--- src/rtl/sgm_pkg.sv ---
// Shared types and constants for the Sobel gradient magnitude block.
package sgm_pkg;

	localparam int MAX_LINE = 1024;
	localparam int PIXEL_BITS = 8;
	localparam int COL_BITS = $clog2(MAX_LINE);
	localparam int LEN_BITS = 11;
	localparam int ROW_BITS = 12;
	localparam int MAG_BITS = 9;
	localparam int SUM_BITS = 2 * PIXEL_BITS + 1;
	localparam int ROOT_BITS = (SUM_BITS + 1) / 2;
	localparam int FULL = (1 << PIXEL_BITS) - 1;
	localparam int QUEUE_DEPTH = 4;
	localparam int QPTR_BITS = $clog2(QUEUE_DEPTH);

	localparam logic [LEN_BITS-1:0] LEN_RESET = LEN_BITS'(640);
	localparam logic [ROW_BITS-1:0] ROWS_RESET = ROW_BITS'(480);

	localparam logic [0:0] REG_LINE_LENGTH = 1'd0;
	localparam logic [0:0] REG_LINE_COUNT = 1'd1;

	typedef struct packed {
		logic [7:0] pixel;
		logic       frame_start;
	} sgm_in_t;

	typedef struct packed {
		logic [MAG_BITS-1:0] magnitude;
		logic                position_valid;
		logic                is_border;
	} sgm_out_t;

	// Work handed from the front part to the back part.
	typedef struct packed {
		logic [PIXEL_BITS-1:0] gx;
		logic [PIXEL_BITS-1:0] gy;
		logic                  position_valid;
		logic                  is_border;
	} sgm_job_t;

endpackage

--- src/rtl/sgm_back.sv ---
// Back part: sum of squares and a bit-serial integer square root.
module sgm_back import sgm_pkg::*; (
	input  logic     clk,
	input  logic     arst_n,
	input  logic     job_valid,
	input  sgm_job_t job,
	output logic     job_ready,
	output logic     busy,
	output logic     res_valid,
	output sgm_out_t res,
	input  logic     res_ready
);

	localparam logic [1:0] ST_IDLE = 2'd0;
	localparam logic [1:0] ST_SQR = 2'd1;
	localparam logic [1:0] ST_ROOT = 2'd2;
	localparam logic [1:0] ST_DONE = 2'd3;
	localparam int STEP_BITS = $clog2(ROOT_BITS + 1);

	logic [1:0] state_q;
	logic [PIXEL_BITS-1:0] gx_q;
	logic [PIXEL_BITS-1:0] gy_q;
	logic valid_q;
	logic border_q;
	logic [2*PIXEL_BITS-1:0] sqx_q;
	logic [2*PIXEL_BITS-1:0] sqy_q;
	logic [2*ROOT_BITS-1:0] rem_q;
	logic [ROOT_BITS-1:0] root_q;
	logic [2*ROOT_BITS-1:0] rad_q;
	logic [STEP_BITS-1:0] step_q;
	logic out_full_q;
	sgm_out_t out_q;

	logic [ROOT_BITS+1:0] trial;
	logic [ROOT_BITS+1:0] rem_top;
	logic [ROOT_BITS+1:0] rem_sub;
	logic out_load;

	// One result bit per cycle: restoring square root on two radicand bits.
	always_comb begin
		rem_top = {rem_q[ROOT_BITS-1:0], rad_q[2*ROOT_BITS-1 -: 2]};
		trial = {root_q, 2'b01};
		rem_sub = rem_top - trial;
	end

	assign job_ready = (state_q == ST_IDLE);
	assign busy = (state_q != ST_IDLE) || out_full_q;
	assign res_valid = out_full_q;
	assign res = out_q;
	assign out_load = (state_q == ST_DONE) && (!out_full_q || res_ready);

	always_ff @(posedge clk or negedge arst_n) begin
		if (!arst_n) begin
			state_q <= ST_IDLE;
			out_full_q <= 1'b0;
		end else begin
			if (out_load) begin
				out_full_q <= 1'b1;
			end else if (res_valid && res_ready) begin
				out_full_q <= 1'b0;
			end
			unique case (state_q)
				ST_IDLE: begin
					if (job_valid) begin
						state_q <= ST_SQR;
					end
				end
				ST_SQR: begin
					state_q <= ST_ROOT;
				end
				ST_ROOT: begin
					if (step_q == STEP_BITS'(ROOT_BITS)) begin
						state_q <= ST_DONE;
					end
				end
				ST_DONE: begin
					if (out_load) begin
						state_q <= ST_IDLE;
					end
				end
				default: begin
					state_q <= ST_IDLE;
				end
			endcase
		end
	end

	always_ff @(posedge clk) begin
		unique case (state_q)
			ST_IDLE: begin
				if (job_valid) begin
					gx_q <= job.gx;
					gy_q <= job.gy;
					valid_q <= job.position_valid;
					border_q <= job.is_border;
				end
			end
			ST_SQR: begin
				sqx_q <= (2*PIXEL_BITS)'(gx_q) * (2*PIXEL_BITS)'(gx_q);
				sqy_q <= (2*PIXEL_BITS)'(gy_q) * (2*PIXEL_BITS)'(gy_q);
				rad_q <= '0;
				rem_q <= '0;
				root_q <= '0;
				step_q <= '0;
			end
			ST_ROOT: begin
				if (step_q == '0) begin
					rad_q <= (2*ROOT_BITS)'({1'b0, sqx_q} + {1'b0, sqy_q});
				end else begin
					rad_q <= rad_q << 2;
					if (!rem_sub[ROOT_BITS+1]) begin
						rem_q <= (2*ROOT_BITS)'(rem_sub);
						root_q <= {root_q[ROOT_BITS-2:0], 1'b1};
					end else begin
						rem_q <= (2*ROOT_BITS)'(rem_top);
						root_q <= {root_q[ROOT_BITS-2:0], 1'b0};
					end
				end
				step_q <= step_q + STEP_BITS'(1);
			end
			ST_DONE: begin
				if (out_load) begin
					out_q.magnitude <= MAG_BITS'(root_q);
					out_q.position_valid <= valid_q;
					out_q.is_border <= border_q;
				end
			end
			default: begin
			end
		endcase
	end

	a_done_after_root: assert property (@(posedge clk) disable iff (!arst_n)
		(state_q == ST_SQR) |=> (state_q == ST_ROOT))
		else $error("back skipped the root steps");

	a_out_holds: assert property (@(posedge clk) disable iff (!arst_n)
		(res_valid && !res_ready) |=> (res_valid && $stable(out_q)))
		else $error("waiting result changed");

endmodule

--- config.mk ---
export PLATFORM = sky130hd
export DESIGN_NAME = sgm_back
export DESIGN_NICKNAME = d
export VERILOG_FILES = /design/src/rtl/sgm_pkg.sv /design/src/rtl/sgm_back.sv
export SDC_FILE = /design/constraint.sdc
export NUM_CORES = 1
export LEC_CHECK = 0
export BUFFER_PORTS_ARGS = -buffer_cell sky130_fd_sc_hd__buf_2
export CAP_MARGIN = 20
export CORE_MARGIN = 4
export CORE_UTILIZATION = 55
export CTS_CLUSTER_DIAMETER = 80
export DETAILED_ROUTE_END_ITERATION = 7
export PLACE_DENSITY = 0.72
export SLEW_MARGIN = 5
export SYNTH_ARGS = -nofsm -noshare
export SYNTH_HDL_FRONTEND = slang
export SYNTH_SLANG_ARGS = --single-unit
--- constraint.sdc ---
create_clock -name clk -period 9.92 [get_ports clk]
set_clock_uncertainty 0.15 [all_clocks]
set_input_delay 1.488 -clock clk [delete_from_list [all_inputs] [get_ports clk]]
set_output_delay 1.488 -clock clk [all_outputs]
set_load 0.005 [all_outputs]
==> results of run 1 <==
-- area by class of cell --
cell class | count | area share
clock buffer | 10 | 0.02785
multi-input combinational | 506 | 0.5125
timing repair buffer | 37 | 0.02304
inverter | 112 | 0.04899
sequential | 102 | 0.3552
tap | 180 | 0.02624
clock inverter | 6 | 0.006269
-- synth_stat cells (3+ instances only) --
library cell	n
inv_1	112
edfxtp_1	99
ha_1	89
fa_1	50
and2_1	46
nor2_1	41
nand2_1	40
a21oi_1	32
xnor2_1	28
o21ai_0	21
xor2_1	18
a21o_1	17
clkbuf_1	12
nor3_1	11
nand3_1	9
nor2b_1	9
nand2b_1	8
o21a_1	8
nand4_1	6
and3_1	5
a211o_1	4
mux2i_1	4
o31ai_1	4
a21oi_2	3
a22o_1	3
a311oi_1	3
a31oi_1	3
dfrtp_1	3
or2_2	3
or3_1	3
-- critical path, delay by kind of cell (launching register included) --
family | cells | cell delay, ns
adders and majority gates | 5 | 1.97
AOI/OAI and AO/OA | 4 | 1.13
and+or+nand+nor | 2 | 0.53
DFF | 1 | 0.52
buffers and inverters | 2 | 0.09
xor gates and xnor gates | 1 | 0.08
-- through the flow --
step / hold WS [ns] / instances / utilization
floorplan: 0.2503 / 734 / -
global placement: 0.2678 / 936 / 0.5915
detailed placement: 0.2717 / 936 / 0.5915
CTS: 0.3076 / 952 / 0.6124
global route: 0.3137 / 953 / 0.6135
finish: 0.2983 / 953 / 0.6135
-- sequential cells by signal, summed over array words and instances (netlist names), 2 cells and up --
signal / cells
gx_q: 8
gy_q: 8
rad_q: 18
rem_q: 9
res: 11
root_q: 9
sqx_q: 15
sqy_q: 15
state_q: 2
step_q: 4
-- worst max path at each step --
| stage | endpoint | slack (ns) |
|---|---|---|
| after floorplan | sqy_q[13] | 5.40 |
| after global placement | sqx_q[12] | 5.29 |
| after detailed placement | sqx_q[12] | 5.21 |
| after CTS | sqx_q[12] | 5.19 |
| after global routing | sqx_q[12] | 4.86 |
| final | sqx_q[12] | 5.20 |
-- per-layer routing --
| metal | GRT usage | vias up | share of wire | routed length [um] |
|---|---|---|---|---|
| met5 | 0 | - | 0 | 0 |
| met4 | 0.04307 | 0 | 0.014 | 199 |
| met3 | 0.04167 | 18 | 0.034 | 486 |
| met2 | 0.3413 | 109 | 0.52 | 7405 |
| met1 | 0.2295 | 2569 | 0.44 | 6235 |
| li1 | - | 2584 | - | - |
-- kinds of logic (layout without fill, tap and decap cells) --
kind of cell	Yosys count	count (layout)
compound gates	124	124
xor+xnor	46	46
fa+ha+maj	139	139
buf+inv	126	165
flops	102	102
mux	5	5
simple gates	192	192
==> key figures, run 1 <==
Outcome
  – Status: finished clean

Floorplanning
  – Die W: 128.0 um
  – Die Y: 128.0 um
  – I/O pins: 36
  – Die area: 16390 um2
  – Initial Util: 0.5663
  – Core Box Area: 13990 um2
  – Row count: 43

Logic synthesis
  – Post-synth EDFFs: 99
  – Post-Syn Area per Cell: 10.79 um2
  – Area share of xor/xnor cells in the synthesized design: 0.05086
  – Sequential share of the synthesized area: 0.3848
  – Leading area contributor after synthesis: edfxtp_1
  – Largest family of logic cells by synthesized area: adder cells
  – Synth Instances: 734
  – Mux contribution to synthesized area: 0.006476
  – Synth Cell Area: 7921 um2
  – Adder-cell share of the synthesized area: 0.2669
  – Yosys top cell area share: 0.3753
  – Distinct cells, synth: 58
  – Post-synthesis compound-gate area fraction: 0.1057
  – Post-Synth Simple-Gate Area: 0.1253
  – Synthesized flop and latch total: 102
  – Post-synth ARST share: 0.02941
  – Ys flop type: edfxtp_1
  – Syn. warnings: 0
  – Ranking of synthesized cells by area: edfxtp_1, ha_1, fa_1, inv_1, and2_1
  – Post-synth net total: 895

Worst hold path
  – Hold_sp: border_q
  – Hold Path Cell Cnt: 0
  – Worst hold path class: flip-flop to flip-flop
  – Hold Crit Endpoint: res[0]

Clock tree
  – CTS buffer count: 9
  – Worst-Skew Late Latency: 0.36 ns
  – Total number of H-tree levels: 3
  – CTS Hold Buffers Added: 0
  – Root Buffer: clkbuf_16
  – Clk buf depth: 2
  – CTS tree: built
  – Setup bufs post-CTS: 0
  – Clock-pin slew on the worst setup and hold paths: 0.08 ns
  – Clk sinks: 102
  – Post-CTS Resized: 0

Routing
  – Post-route DRC: 0
  – Wire length per cell: 15.03 um
  – DR vias: 5280
  – Antenna-violating nets left: 0
  – Via density: 5.540
  – DRT Wirelength: 14330 um
  – TritonRoute pass-1 iters: 5
  – 1st-iter DRT viols: 297

Cells and area
  – Multi-input gate area: 4398 um2
  – Final Instance Area: 8582 um2
  – Filler Cell Count: 1140
  – Most frequent cells in the layout: inv_1, edfxtp_1, ha_1
  – Commonest non-fill, non-tap cell in the layout: inv_1
  – Area Growth Syn to Fin: 8.340%
  – Antenna cell count: 0
  – FF+latch area: 3048 um2
  – Share of layout cells above drive strength 1: 0.08150
  – Nets: 929

Critical path
  – CP startpoint: gx_q[4]
  – Worst setup SP type: flip-flop
  – Reg-to-Reg End: sqx_q[12]
  – CP max stage delay: 0.64 ns
  – WS Path Type: flip-flop to flip-flop
  – Cell repeated most along the worst path: fa_1
  – Reg2Reg Setup Slack: 5.20 ns
  – Reg2Reg Depth: 14
  – Critical Path Fanout Max: 9
  – Crit path cell chain: and2_1 -> ha_1 -> or2_2 -> fa_1 -> fa_1 -> inv_1 -> fa_1 -> inv_1 -> ha_1 -> o21a_1 -> a2111oi_1 -> o31ai_1 -> a21oi_1 -> xnor2_1
  – Critical R2R Launch: gx_q[4]
  – WP data required: 9.88 ns
  – Setup crit end kind: flip-flop
  – WP data arrival: 4.67 ns
  – Worst path slowest cell: a2111oi_1

Job
  – Max Cap Viol: 0

Place
  – Placement-stage cell area: 8274 um2
  – Hpwl dp: 11150 um
  – RePlAce Congestion: 0.9104
  – # port buffers: 35
  – Pre-CTS setup slack: 5.208 ns

STA
  – Final Hold Violating Endpoints: 0
  – Final worst path period share: 0.4757
  – Worst-Margin Slew: 0.9552 ns
  – Worst Slack Setup Final: 5.201 ns
  – Achievable frequency: 211.9 MHz
  – Setup-failing EPs final: 0
  – Slew margin rel.: 0.3609
  – RSZ-0062 raised after global routing: false
  – Max-slew violations: 0
  – TNS Setup: 0 ns
  – Min cycle time layout: 4.719 ns

GRT
  – First-pass GRT wire length: 24840 um
  – Vias in the first global route: 5382
  – Largest net degree at the start of global routing: 31
  – GRT Residual Overflow: 0
  – GR Util All Layers: 0.1884
  – Initial antenna violation count: 0
Power of run 1 is not shown: default switching activity piles up to over one toggle a cycle in this logic, so the estimate is an artifact.
==> inputs of run 2 (changes only) <==
- PLACE_DENSITY: 0.72 -> 0.75
- clock period: 9.92 -> 4.1 ns (I/O delays scaled with it)
==> run 2 against run 1 <==
Compared with the run above: the flow now finishes with violations (negative setup slack); via count grew 8.5%; critical endpoint is now sqy_q[15]; largest cell class unchanged; design area grew 13%; wire length grew 14%.
==> key figures, run 2 (synthesized netlist as in run 1, its figures left out) <==
Outcome
  – Status: finished with violations
  – Failing checks: negative setup slack

Critical path
  – WP data arrival: 4.37 ns
  – Worst setup SP type: flip-flop
  – Critical Path Fanout Max: 6
  – WP data required: 4.12 ns
  – WS Path Type: flip-flop to flip-flop
  – Setup crit end kind: flip-flop

Clock tree
  – CTS buffer count: 9
  – Clk buf depth: 2
  – CTS tree: built
  – Worst-Skew Late Latency: 0.35 ns
  – Clock-pin slew on the worst setup and hold paths: 0.07 ns
  – Total number of H-tree levels: 3
  – Root Buffer: clkbuf_16
  – Clk sinks: 102

STA
  – Slew margin rel.: 0.4153
  – Max-slew violations: 0
  – Final Hold Violating Endpoints: 0
  – Min Hold Slack: 0.2760 ns
  – Worst Slack Setup Final: -0.2495 ns
  – Min cycle time layout: 4.349 ns
  – RSZ-0062 raised after global routing: true
  – Final worst path period share: 1.061
  – Worst-Margin Slew: 0.8527 ns
  – Achievable frequency: 229.9 MHz
  – TNS Setup: -1.551 ns
  – Setup-failing EPs final: 12

Cells and area
  – Most flops, register: rad_q
  – Share of layout cells above drive strength 1: 0.2616
  – Area Growth Syn to Fin: 22.13%
  – Max reg flops: 18
  – Commonest non-fill, non-tap cell in the layout: edfxtp_1
  – Nets: 1018
  – Filler Cell Count: 1012
  – Most frequent cells in the layout: edfxtp_1, inv_1, buf_4
  – Antenna cell count: 0
  – Regs by FF count: rad_q x18, sqx_q x15, sqy_q x15
  – Final Instance Area: 9674 um2

Routing
  – 1st-iter DRT viols: 352
  – TritonRoute pass-1 iters: 5
  – Via density: 5.509
  – DRT Wirelength: 16380 um
  – Antenna-violating nets left: 0
  – DR vias: 5729
  – Post-route DRC: 0
  – Wire length per cell: 15.75 um

Floorplanning
  – Initial Util: 0.5663
  – Die area: 16390 um2
  – Die Y: 128.0 um
  – Row count: 43
  – I/O pins: 36
  – Core Box Area: 13990 um2
  – Die W: 128.0 um

GRT
  – Initial antenna violation count: 0
  – Largest net degree at the start of global routing: 31
  – Vias in the first global route: 5887
  – First-pass GRT wire length: 27130 um
  – GRT Residual Overflow: 0
  – GR Util All Layers: 0.2061

Place
  – Pre-CTS setup slack: -0.2367 ns
  – # port buffers: 35
  – Placement-stage cell area: 8865 um2
  – RePlAce Congestion: 0.9049
  – Hpwl dp: 11820 um

Worst hold path
  – Worst hold path class: flip-flop to flip-flop

Job
  – Max Cap Viol: 0
-- run 2: changes by cell type in the layout (fill, tap and decap cells not counted), moves of 9 or more --
cell | previous run | this run
a21oi_1 | 32 | 23
a21oi_2 | 3 | 12
and2_1 | 46 | 37
and2_4 | 0 | 9
buf_4 | 1 | 80
buf_6 | 0 | 9
fa_1 | 50 | 41
fa_2 | 0 | 9
ha_1 | 89 | 76
ha_4 | 0 | 12
inv_1 | 112 | 94
inv_2 | 0 | 18
-- run 2: cell type report --
| class | count | area, um2 | area share |
|---|---|---|---|
| repair buffers | 126 | 914.6 | 0.09454 |
| clock inverters | 5 | 82.58 | 0.008536 |
| inverters | 112 | 420.4 | 0.04346 |
| clock buffers | 9 | 225.2 | 0.02328 |
| well taps | 180 | 225.2 | 0.02328 |
| flip-flops and latches | 102 | 3048 | 0.3151 |
| multi-input cells | 506 | 4758 | 0.4919 |
-- run 2: worst paths after layout --
kind / cells after the start / from / endpoint / slack (ns)
min in group asynchronous: 2 / arst_n / res_valid / 0.44
max in group asynchronous: 2 / arst_n / state_q[1] / 3.26
worst max register to register: 15 / gy_q[2] / sqy_q[15] / -0.25
worst min register to register: 0 / border_q / res[0] / 0.28
worst min-delay path: 0 / border_q / res[0] / 0.28
worst max-delay path: 15 / gy_q[2] / sqy_q[15] / -0.25
-- run 2: through the flow --
stage | instances | util
global route | 1040 | 0.6916
floorplan | 734 | -
finish | 1040 | 0.6916
global placement | 993 | 0.6318
CTS | 1026 | 0.6733
detailed placement | 994 | 0.6337
-- run 2: routing by layer --
layer	vias to the layer above	GRT usage	wire [um]
li1	2758	-	-
met1	2818	0.2482	6824
met2	125	0.3706	8655
met3	28	0.03417	565
met4	0	0.07615	339
met5	-	0	0
-- run 2: critical path, stage by stage, from the launching register on --
cell	delay [ns]
edfxtp_1	0.41
buf_6	0.15
and2_4	0.14
fa_1	0.48
fa_2	0.59
inv_2	0.04
fa_2	0.54
fa_2	0.44
inv_2	0.08
ha_4	0.21
nand2_2	0.07
o211ai_1	0.10
buf_4	0.16
a31o_2	0.23
a21oi_2	0.13
xor2_1	0.23
-- run 2: repair_timing --
action / CTS / global route
setup endpoints to repair: 12 / 15
pin swaps: 22 / 35
hold buffers: 1 / 0
setup buffers: 17 / 14
endpoints found under the hold margin: 3 / 0
gates resized for setup: 24 / 36
Power of run 2 is left out for the same reason.
