<file path="src/rtl/sgm_pkg.sv">
// Shared types and constants for the Sobel gradient magnitude block.
package sgm_pkg;

	localparam int MAX_LINE = 1024;
	localparam int PIXEL_BITS = 8;
	localparam int COL_BITS = $clog2(MAX_LINE);
	localparam int LEN_BITS = 11;
	localparam int ROW_BITS = 12;
	localparam int MAG_BITS = 9;
	localparam int SUM_BITS = 2 * PIXEL_BITS + 1;
	localparam int ROOT_BITS = (SUM_BITS + 1) / 2;
	localparam int FULL = (1 << PIXEL_BITS) - 1;
	localparam int QUEUE_DEPTH = 4;
	localparam int QPTR_BITS = $clog2(QUEUE_DEPTH);

	localparam logic [LEN_BITS-1:0] LEN_RESET = LEN_BITS'(640);
	localparam logic [ROW_BITS-1:0] ROWS_RESET = ROW_BITS'(480);

	localparam logic [0:0] REG_LINE_LENGTH = 1'd0;
	localparam logic [0:0] REG_LINE_COUNT = 1'd1;

	typedef struct packed {
		logic [7:0] pixel;
		logic       frame_start;
	} sgm_in_t;

	typedef struct packed {
		logic [MAG_BITS-1:0] magnitude;
		logic                position_valid;
		logic                is_border;
	} sgm_out_t;

	// Work handed from the front part to the back part.
	typedef struct packed {
		logic [PIXEL_BITS-1:0] gx;
		logic [PIXEL_BITS-1:0] gy;
		logic                  position_valid;
		logic                  is_border;
	} sgm_job_t;

endpackage

</file>
<file path="src/rtl/sgm_queue.sv">
// Short queue of jobs between the front and back parts.
module sgm_queue import sgm_pkg::*; (
	input  logic     clk,
	input  logic     arst_n,
	input  logic     wr_valid,
	input  sgm_job_t wr_data,
	output logic     wr_ready,
	output logic     rd_valid,
	output sgm_job_t rd_data,
	input  logic     rd_ready
);

	sgm_job_t slot_q [QUEUE_DEPTH];
	logic [QPTR_BITS-1:0] wptr_q;
	logic [QPTR_BITS-1:0] rptr_q;
	logic [QPTR_BITS:0] count_q;
	logic do_wr;
	logic do_rd;

	assign wr_ready = (count_q != (QPTR_BITS+1)'(QUEUE_DEPTH));
	assign rd_valid = (count_q != '0);
	assign rd_data = slot_q[rptr_q];
	assign do_wr = wr_valid && wr_ready;
	assign do_rd = rd_valid && rd_ready;

	always_ff @(posedge clk or negedge arst_n) begin
		if (!arst_n) begin
			wptr_q <= '0;
			rptr_q <= '0;
			count_q <= '0;
		end else begin
			if (do_wr) begin
				wptr_q <= wptr_q + QPTR_BITS'(1);
			end
			if (do_rd) begin
				rptr_q <= rptr_q + QPTR_BITS'(1);
			end
			if (do_wr && !do_rd) begin
				count_q <= count_q + (QPTR_BITS+1)'(1);
			end else if (do_rd && !do_wr) begin
				count_q <= count_q - (QPTR_BITS+1)'(1);
			end
		end
	end

	always_ff @(posedge clk) begin
		if (do_wr) begin
			slot_q[wptr_q] <= wr_data;
		end
	end

	a_count_bound: assert property (@(posedge clk) disable iff (!arst_n)
		count_q <= (QPTR_BITS+1)'(QUEUE_DEPTH))
		else $error("queue count beyond depth");

endmodule

</file>
<file path="config.mk">
export PLATFORM = sky130hd
export DESIGN_NAME = sgm_queue
export DESIGN_NICKNAME = d
export VERILOG_FILES = /design/src/rtl/sgm_pkg.sv /design/src/rtl/sgm_queue.sv
export SDC_FILE = /design/constraint.sdc
export NUM_CORES = 1
export LEC_CHECK = 0
export BUFFER_PORTS_ARGS = -buffer_cell sky130_fd_sc_hd__buf_4
export CAP_MARGIN = 10
export CORE_MARGIN = 5
export CORE_UTILIZATION = 50
export CTS_CLUSTER_SIZE = 10
export DETAILED_ROUTE_END_ITERATION = 7
export PLACE_DENSITY = 0.79
export SETUP_SLACK_MARGIN = 0.2
export SLEW_MARGIN = 20
export SYNTH_ARGS = -nofsm -noshare
export SYNTH_HDL_FRONTEND = slang
export SYNTH_SLANG_ARGS = --single-unit
</file>
<file path="constraint.sdc">
create_clock -name clk -period 4.85 [get_ports clk]
set_input_delay 1.2125 -clock clk [delete_from_list [all_inputs] [get_ports clk]]
set_output_delay 1.2125 -clock clk [all_outputs]
set_load 0.005 [all_outputs]
</file>
==> flow_summary.json, run 1 <==
{
  "outcome": "finished, final reports clean",
  "die_w_um": 87.9,
  "gp_congestion": 0.737,
  "use_met2_pct": 24.7,
  "grt_setup_unrepaired": "false",
  "clock_power_share_pct": 21.2,
  "layout-drive-gt1-share_pct": 43.7,
  "fin_crit_ns": 3.07,
  "switching_share_pct": 27.8,
  "arrival_ns": 1.86,
  "synthToLayoutAreaGrowth_pct": 18.3,
  "io-pin-count": 42,
  "synthesis.area_mm2": 0.00304,
  "cts_sinks": 79,
  "die_h_um": 87.9,
  "multi_input_area_um2": 653,
  "setup-tns-final_ns": 0,
  "synthXorXnorAreaFrac_pct": 1.73,
  "ys_seq_elements": 79,
  "cts_hold_repair.buffers": 0,
  "finalHoldViolCount": 0,
  "clk_root_buffer_cell": "clkbuf_8",
  "dpl.hpwl_mm": 3.31,
  "wl_mm": 4.97,
  "top_usage_layer": "met2",
  "postRouteAntennaNets": 0,
  "synthAdderAreaFrac_pct": 2.72,
  "grt_use_total_pct": 14.6,
  "synthMuxAreaShare_pct": 14.1,
  "internal_power_mw": 1.51,
  "portBuffers": 41,
  "grt_use_met3_pct": 4.99,
  "power_density_mw_per_mm2": 582,
  "worst_slew_pin_slew_ns": 0.938,
  "grt_max_degree": 20,
  "wl_per_cell_um": 19.2,
  "n_antenna_cell": 0,
  "path_clk_slew_ns": 0.07,
  "syn_nets": 157,
  "drtIter0Drc": 57,
  "finalCritPeriodShare_pct": 63.4,
  "sequentialPowerShare_pct": 50.0,
  "rows": 28,
  "grt_pass1_vias": 1563,
  "synth_top_cell_area_share_pct": 71.2,
  "ys_warn_count": 0,
  "p_sw_mw": 0.581,
  "p_leak_nw": 1.27,
  "end_kind": "output pin",
  "fillCellCount": 419,
  "p_comb_share_pct": 28.8,
  "post_cts.repair.setup_buffers": 0,
  "cts_max_level": 3,
  "yosys-top-cells-area": "edfxtp_1, mux4_2, dfrtp_1, ha_1, xnor2_1",
  "dieArea_mm2": 0.00773,
  "dr.pass1.iters": 4,
  "synth_compound_area_share_pct": 0.618,
  "yosysSeqAreaShare_pct": 77.0,
  "critPathKind": "register to output pin",
  "final_cell_count_no_fill": 258,
  "placed_cells": 242,
  "numCtsBuffers": 9,
  "cts-resized-gates": 0,
  "slew_violations": 0,
  "core-area_mm2": 0.00592,
  "antenna_found_initial": 0,
  "seqCellArea_mm2": 0.00234,
  "cts_tree": "yes",
  "crit_required_ns": 3.64,
  "synth-simple-area-share_pct": 2.35,
  "cts_buffer_depth": 2,
  "critPathLaunchType": "register",
  "maxSlewHeadroom_pct": 37.4,
  "final_core_util_pct": 60.7,
  "vias": 1347,
  "yosys.area.top_type": "edfxtp_1",
  "drc": 0,
  "clkLatencyLatePin_ns": 0.34,
  "ir_worst_vdd_mv": 0.335,
  "final_nets": 206,
  "netlist_instances": 129,
  "overflow": 0,
  "grt_use_met1_pct": 16.4,
  "max_clock_freq_ghz": 0.325,
  "start_util_pct": 51.3,
  "fin_skew_ns": 0.00402,
  "grt_pass1_wl_mm": 7.92,
  "setup_violations": 0,
  "hold_path.class": "register to register",
  "yosysUniqueCellTypes": 21,
  "vias_per_cell": 5.22,
  "cp_max_fo": 19,
  "drv_cap": 0,
  "postSynthAreaPerCell_um2": 23.5,
  "synth_top_family_by_area": "multiplexers"
}
flip-flops by register name, indices dropped and copies added (netlist names):
| name | cells |
|---|---|
| slot_q | 72 |
| wptr_q | 2 |
| count_q | 3 |
| rptr_q | 2 |
layer usage:
metal,share of wire (%),vias to the layer above
met4,2.0,0
li1,-,619
met2,54,36
met5,0,-
met1,38,685
met3,6.0,7
final cells by class:
type,count,share of cell area [%]
clock inverter,5,1.36
inverter,3,0.313
multi-input combinational,43,18.2
tap,75,2.61
timing repair buffer,42,8.78
clock buffer,11,3.66
sequential,79,65.1
worst paths after layout:
path                             from    endpoint  slack [ns]  depth (start not counted)
min in group asynchronous      arst_n  count_q[0]        0.68                          1
max in group asynchronous      arst_n   rptr_q[0]        4.03                          1
max                         rptr_q[0]  rd_data[0]        1.78                          2
min reg2reg                 wptr_q[1]   wptr_q[1]        0.58                          1
max reg2reg                count_q[1]  count_q[2]        2.70                          8
min                         wptr_q[1]   wptr_q[1]        0.58                          1
Yosys cell counts, drive strengths merged:
library cell and count:
mux2 2, edfxtp 72, inv 3, mux4 18, buf 4, nand2 2, dfrtp 7, nor2 2
xnor2 4, or3 1, a21boi 1, fa 1, ha 5, and2 4, xor2 2, nand3 1
logic make-up after synthesis:
| kind of cell | Yosys count |
|---|---|
| xor gates and xnor gates | 6 |
| buffers and inverters | 7 |
| AOI/OAI and AO/OA | 1 |
| DFF | 79 |
| and+or+nand+nor | 10 |
| muxes | 20 |
| adders and majority gates | 6 |
cells in the final DEF (no fill, tap or decap):
cell type	n
edfxtp_1	72
a21boi_4	1
clkinv_1	1
xor2_1	2
clkbuf_1	2
buf_4	42
clkbuf_8	9
nand3_2	1
dfrtp_1	6
mux2_1	1
bufinv_16	1
dfrtp_2	1
ha_1	5
or3_4	1
nor2_1	1
nor2_2	1
xnor2_1	4
clkinv_2	3
and2_1	4
inv_1	3
mux4_2	18
nand2_4	1
nand2_1	1
mux2_2	1
fa_1	1
power groups by stage:
stage | clock network (mW) | logic (mW) | registers, mW
after floorplan | 0 | 0.434 | 0.965
after global placement | 0 | 0.587 | 1.05
after detailed placement | 0 | 0.617 | 1.07
after CTS | 0.455 | 0.619 | 1.05
after global routing | 0.489 | 0.657 | 1.07
final | 0.444 | 0.602 | 1.04
worst max-delay path, stage by stage (launching register included):
cell and delay [ns]:
dfrtp_2 0.77, mux4_2 0.59, buf_4 0.15
stage by stage:
stage                     area [µm²]  setup slack (ns)  hold WS [ns]  power [mW]
after detailed placement        3410              2.01         0.560        1.68
after floorplan                 3040              2.36         0.512        1.40
after global placement          3410              1.72         0.522        1.63
after global routing            3590              1.63         0.612        2.22
final                           3590              1.78         0.577        2.09
after CTS                       3590              1.71         0.576        2.13
Note: power is estimated with default switching activity, not from simulation.
==> inputs of run 2 (changes only) <==
Settings changed: ABC_AREA set to 1, PLACE_DENSITY 0.79 to 0.81.
Clock period 4.85 ns to 2.6 ns, I/O delays scaled along.
==> flow_summary.json, run 2 <==
{
  "slew_violations": 0,
  "drv_cap": 0,
  "top_usage_layer": "met2",
  "synthToLayoutAreaGrowth_pct": 16.8,
  "worst_slew_pin_slew_ns": 0.415,
  "finalHoldViolCount": 0,
  "power_density_mw_per_mm2": 1070,
  "grt_use_met1_pct": 17.4,
  "dpl.hpwl_mm": 3.86,
  "setup_ws_ns": 0.374,
  "critPathBufInv": 3,
  "fin_skew_ns": 0.00554,
  "grt_use_met3_pct": 5.81,
  "rows": 29,
  "placed_cells": 383,
  "ys_warn_count": 0,
  "post-synth-top-count-cell": "edfxtp_1",
  "portBuffers": 41,
  "grt_setup_unrepaired": "false",
  "use_met2_pct": 25.6,
  "critPathKind": "register to output pin",
  "finalCritPeriodShare_pct": 85.6,
  "crit_top_cell": "nand2_1",
  "mostFrequentLayoutCell": "edfxtp_1",
  "outcome": "finished, final reports clean",
  "cts_buffer_depth": 2,
  "die_h_um": 91.6,
  "die_w_um": 91.6,
  "postSynthAreaPerCell_um2": 12.4,
  "layout-drive-gt1-share_pct": 21.1,
  "rrSetupSlack_ns": 0.61,
  "reg.largest.list": "slot_q: 72 flops, count_q: 3 flops",
  "cp_max_fo": 32,
  "vias": 2025,
  "final_cell_count_no_fill": 399,
  "clkLatencyLatePin_ns": 0.34,
  "drtIter0Drc": 148,
  "vias_per_cell": 5.08,
  "netlist_instances": 268,
  "grt_pass1_vias": 2094,
  "ys_seq_elements": 79,
  "end_kind": "output pin",
  "synth_top_cell_area_share_pct": 64.9,
  "slowest_stage": "dfrtp_1",
  "p_leak_nw": 1.65,
  "postRouteAntennaNets": 0,
  "grt_max_degree": 33,
  "dieArea_mm2": 0.00839,
  "path_delay_family": "buffers and inverters",
  "setup-tns-final_ns": 0,
  "ir_worst_vdd_mv": 0.605,
  "max_clock_freq_ghz": 0.449,
  "synthesis.area_mm2": 0.00333,
  "yosys.area.top_type": "edfxtp_1",
  "yosysSeqAreaShare_pct": 70.2,
  "gp_congestion": 0.751,
  "r2r-start": "count_q[1]",
  "grt_pass1_wl_mm": 9.73,
  "antenna_found_initial": 0,
  "overflow": 0,
  "regMostFlops": "slot_q",
  "drc": 0,
  "synth_edf_count": 72,
  "core-area_mm2": 0.00642,
  "postSynth.asyncResetShare_pct": 8.86,
  "synthTopCellsByCount": "edfxtp_1, nand2_1, inv_1, o211ai_1",
  "synth-main-ff-cell": "edfxtp_1",
  "dpl_worst_slack_ns": 0.497,
  "yosysUniqueCellTypes": 17,
  "wl_mm": 5.72,
  "slowest_delay_ns": 0.42,
  "syn_nets": 296,
  "most-common-layout-cells": "edfxtp_1, nand2_1, inv_1",
  "numCtsBuffers": 9,
  "start_util_pct": 51.9,
  "cts_max_level": 3,
  "cts_sinks": 79,
  "fin_crit_ns": 2.23,
  "yosys-top-cells-area": "edfxtp_1, nand2_1, o211ai_1, inv_1, dfrtp_1",
  "io-pin-count": 42,
  "path_clk_slew_ns": 0.07,
  "final_nets": 345,
  "crit_required_ns": 1.95,
  "grt_use_total_pct": 15.3,
  "setup_violations": 0,
  "n_antenna_cell": 0,
  "timing.rr.end": "count_q[1]",
  "cts_tree": "yes",
  "path_cells": "inv_4 -> buf_12 -> nand2_1 -> o211ai_1 -> nand2_1 -> buf_4",
  "dr.pass1.iters": 4,
  "clk_root_buffer_cell": "clkbuf_8",
  "wl_per_cell_um": 14.3,
  "hold_path.class": "input pin to asynchronous set/reset pin",
  "largest_reg_flops": 72,
  "cts_hold_repair.buffers": 0,
  "r2r_cells": 9,
  "critPathLaunchType": "register",
  "maxSlewHeadroom_pct": 72.3,
  "arrival_ns": 1.58
}
-- run 2: final cells by class --
cell class	count	area, µm²
inverters	52	198
fillers	478	2530
multi-input cells	127	709
clock inverters	1	5.00
flip-flops and latches	79	2340
clock buffers	15	166
repair buffers	48	377
well taps	77	96.3
-- run 2: per-stage QoR --
| step | cell area, µm² | utilization, % | power [mW] | hold WS (ns) |
|---|---|---|---|---|
| global route | 3890 | 60.5 | 4.50 | 0.0826 |
| global placement | 3710 | 57.8 | 3.33 | 0.469 |
| detailed placement | 3710 | 57.8 | 3.41 | 0.471 |
| CTS | 3880 | 60.5 | 4.20 | 0.0932 |
| finish | 3890 | 60.5 | 4.15 | 0.110 |
| floorplan | 3330 | - | 2.81 | 0.354 |
-- run 2: report_power, final --
part           internal, mW  total, mW  leakage [nW]  switching (mW)
clock network         0.399      0.785        0.0877           0.385
logic                 0.674       1.57         0.820           0.898
registers              1.68       1.79         0.744           0.109
total                  2.76       4.15          1.65            1.39
-- run 2: routing by layer --
| layer | wire (µm) | vias to the layer above | share of wire, % |
|---|---|---|---|
| li1 | - | 1009 | - |
| met2 | 2930 | 47 | 51 |
| met4 | 109 | 0 | 1.9 |
| met1 | 2330 | 961 | 41 |
| met3 | 346 | 8 | 6.1 |
| met5 | 0 | - | 0 |
-- run 2: logic make-up (layout without fill, tap and decap cells) --
family / Yosys count / count (layout) / synth area share [%]
and+or+nand+nor: 83 / 83 / 9.69
AOI/OAI and AO/OA: 37 / 37 / 8.56
DFF: 79 / 79 / 70.2
xor gates and xnor gates: 1 / 1 / 0.263
buffers and inverters: 62 / 116 / 8.83
adders and majority gates: 6 / 6 / 2.48
-- run 2: worst max path at each step --
| stage | to | depth (start not counted) | from |
|---|---|---|---|
| floorplan | slot_q[0][0] | 2 | wr_valid |
| global placement | count_q[1] | 8 | wr_valid |
| detailed placement | count_q[1] | 8 | wr_valid |
| CTS | rd_data[14] | 6 | rptr_q[0] |
| global route | rd_data[0] | 4 | rptr_q[1] |
| finish | rd_data[9] | 6 | rptr_q[0] |
-- run 2: timing repair --
| item | 4_1_cts | 5_1_grt |
|---|---|---|
| gates resized for setup | 1 | 1 |
| buffers inserted | 0 | 0 |
| endpoints found under the setup margin | 3 | 3 |
==> inputs of run 3 (changes only) <==
Settings changed: ABC_AREA 1 to 0, MAX_ROUTING_LAYER set to met4, PLACE_DENSITY 0.81 to 0.82.
==> flow_summary.json, run 3 (synthesis results as in run 1) <==
{
  "outcome": "finished, final reports clean",
  "grt_setup_unrepaired": "false",
  "fin_crit_ns": 2.31,
  "gp_congestion": 0.707,
  "clkLatencyLatePin_ns": 0.33,
  "wl_mm": 4.79,
  "fin_skew_ns": 0.00571,
  "cts_sinks": 79,
  "drv_cap": 0,
  "vias_per_cell": 5.19,
  "dieArea_mm2": 0.00773,
  "dpl.hpwl_mm": 3.26,
  "mostFrequentLayoutCell": "edfxtp_1",
  "timing.rr.end": "count_q[2]",
  "maxSlewHeadroom_pct": 81.9,
  "overflow": 0,
  "cts_hold_repair.buffers": 0,
  "vias": 1369,
  "start_util_pct": 51.3,
  "rows": 28,
  "clk_root_buffer_cell": "clkbuf_8",
  "critPathLaunchType": "register",
  "reg.largest.list": "slot_q: 72 flops, count_q: 3 flops",
  "finalHoldViolCount": 0,
  "p_leak_nw": 1.31,
  "final_nets": 212,
  "cts_max_level": 3,
  "core-area_mm2": 0.00592,
  "worst_slew_pin_slew_ns": 0.271,
  "grt_use_total_pct": 14.3,
  "io-pin-count": 42,
  "antenna_found_initial": 0,
  "grt_pass1_wl_mm": 7.59,
  "largest_reg_flops": 72,
  "regMostFlops": "slot_q",
  "cts_buffer_depth": 2,
  "wl_per_cell_um": 18.2,
  "slew_violations": 0,
  "cts_tree": "yes",
  "most-common-layout-cells": "edfxtp_1, buf_4, mux4_2",
  "finalCritPeriodShare_pct": 89.0,
  "drc": 0,
  "cp_max_fo": 9,
  "end_kind": "output pin",
  "postRouteAntennaNets": 0,
  "portBuffers": 41,
  "rrSetupSlack_ns": 0.49,
  "arrival_ns": 1.66,
  "setup_violations": 0,
  "grt_max_degree": 19,
  "grt_pass1_vias": 1519,
  "hold_path.class": "input pin to asynchronous set/reset pin",
  "ir_worst_vdd_mv": 0.593,
  "critPathKind": "register to output pin",
  "layout-drive-gt1-share_pct": 46.6,
  "r2r-start": "count_q[0]",
  "drtIter0Drc": 62,
  "fillCellCount": 403,
  "numCtsBuffers": 9,
  "power_density_mw_per_mm2": 1090,
  "die_w_um": 87.9,
  "crit_required_ns": 1.95,
  "r2r_cells": 8,
  "max_clock_freq_ghz": 0.432,
  "total_power_mw": 3.99,
  "post_cts.repair.setup_buffers": 0,
  "setup-tns-final_ns": 0,
  "synthToLayoutAreaGrowth_pct": 21.0,
  "die_h_um": 87.9,
  "path_clk_slew_ns": 0.07,
  "n_antenna_cell": 0,
  "dr.pass1.iters": 4
}
-- run 3: changes by cell type in the layout (fill, tap and decap cells not counted), moves of 3 or more --
cell | previous run | this run
inv_1 | 50 | 3
o211ai_1 | 34 | 0
and2_1 | 0 | 4
nor2_2 | 4 | 1
nand3_1 | 7 | 0
xnor2_1 | 1 | 4
nand2_1 | 71 | 1
mux4_2 | 0 | 18
clkbuf_1 | 4 | 0
-- run 3: area by class of cell --
| cell class | count | area [µm²] | share of cell area (%) |
|---|---|---|---|
| Tap cell | 75 | 93.8 | 2.55 |
| Sequential cell | 79 | 2340 | 63.6 |
| Multi-Input combinational cell | 43 | 653 | 17.8 |
| Clock inverter | 7 | 63.8 | 1.74 |
| Inverter | 3 | 11.3 | 0.306 |
| Timing Repair Buffer | 48 | 390 | 10.6 |
| Clock buffer | 9 | 124 | 3.37 |
-- run 3: worst max-delay path by stage --
stage                     depth (start not counted)  slack (ns)    endpoint       start
after global routing                              3        0.21  rd_data[7]   rptr_q[0]
after floorplan                                   8        0.65  count_q[2]  count_q[1]
after CTS                                         3        0.20  rd_data[1]   rptr_q[0]
final                                             3        0.29  rd_data[4]   rptr_q[0]
after detailed placement                          8        0.41  count_q[2]    wr_valid
after global placement                            8        0.55  count_q[2]    wr_valid
-- run 3: critical path, stage by stage (launching register included) --
cell and delay (ns):
dfrtp_2 0.47, clkbuf_16 0.21, mux4_2 0.50, buf_4 0.15
-- run 3: layer usage --
metal / global-route usage (%) / routed length [µm] / vias up
li1: - / - / 630
met4: 7.53 / 73 / 0
met3: 3.67 / 222 / 6
met1: 17.2 / 2020 / 702
met2: 22.5 / 2480 / 31
met5: - / 0 / -
-- run 3: power by group --
group | switching (mW) | internal (mW)
Combinational | 0.574 | 0.759
Sequential | 0.130 | 1.70
Clock | 0.399 | 0.434
Total | 1.10 | 2.89
-- run 3: repair_timing --
action                     in CTS  in global routing
setup endpoints to repair       0                 18
hold endpoints to repair        0                  0
resized for setup               0                  1
-- run 3: metrics by stage --
step / setup slack (ns) / cells / hold slack (ns) / util (%) / instance area (µm²)
after CTS: 0.201 / 263 / 0.104 / 61.6 / 3650
after floorplan: 0.650 / 129 / 0.354 / - / 3040
after detailed placement: 0.405 / 247 / 0.469 / 58.5 / 3460
after global routing: 0.205 / 264 / 0.0991 / 62.1 / 3670
after global placement: 0.545 / 247 / 0.464 / 58.5 / 3460
final: 0.287 / 264 / 0.119 / 62.1 / 3670
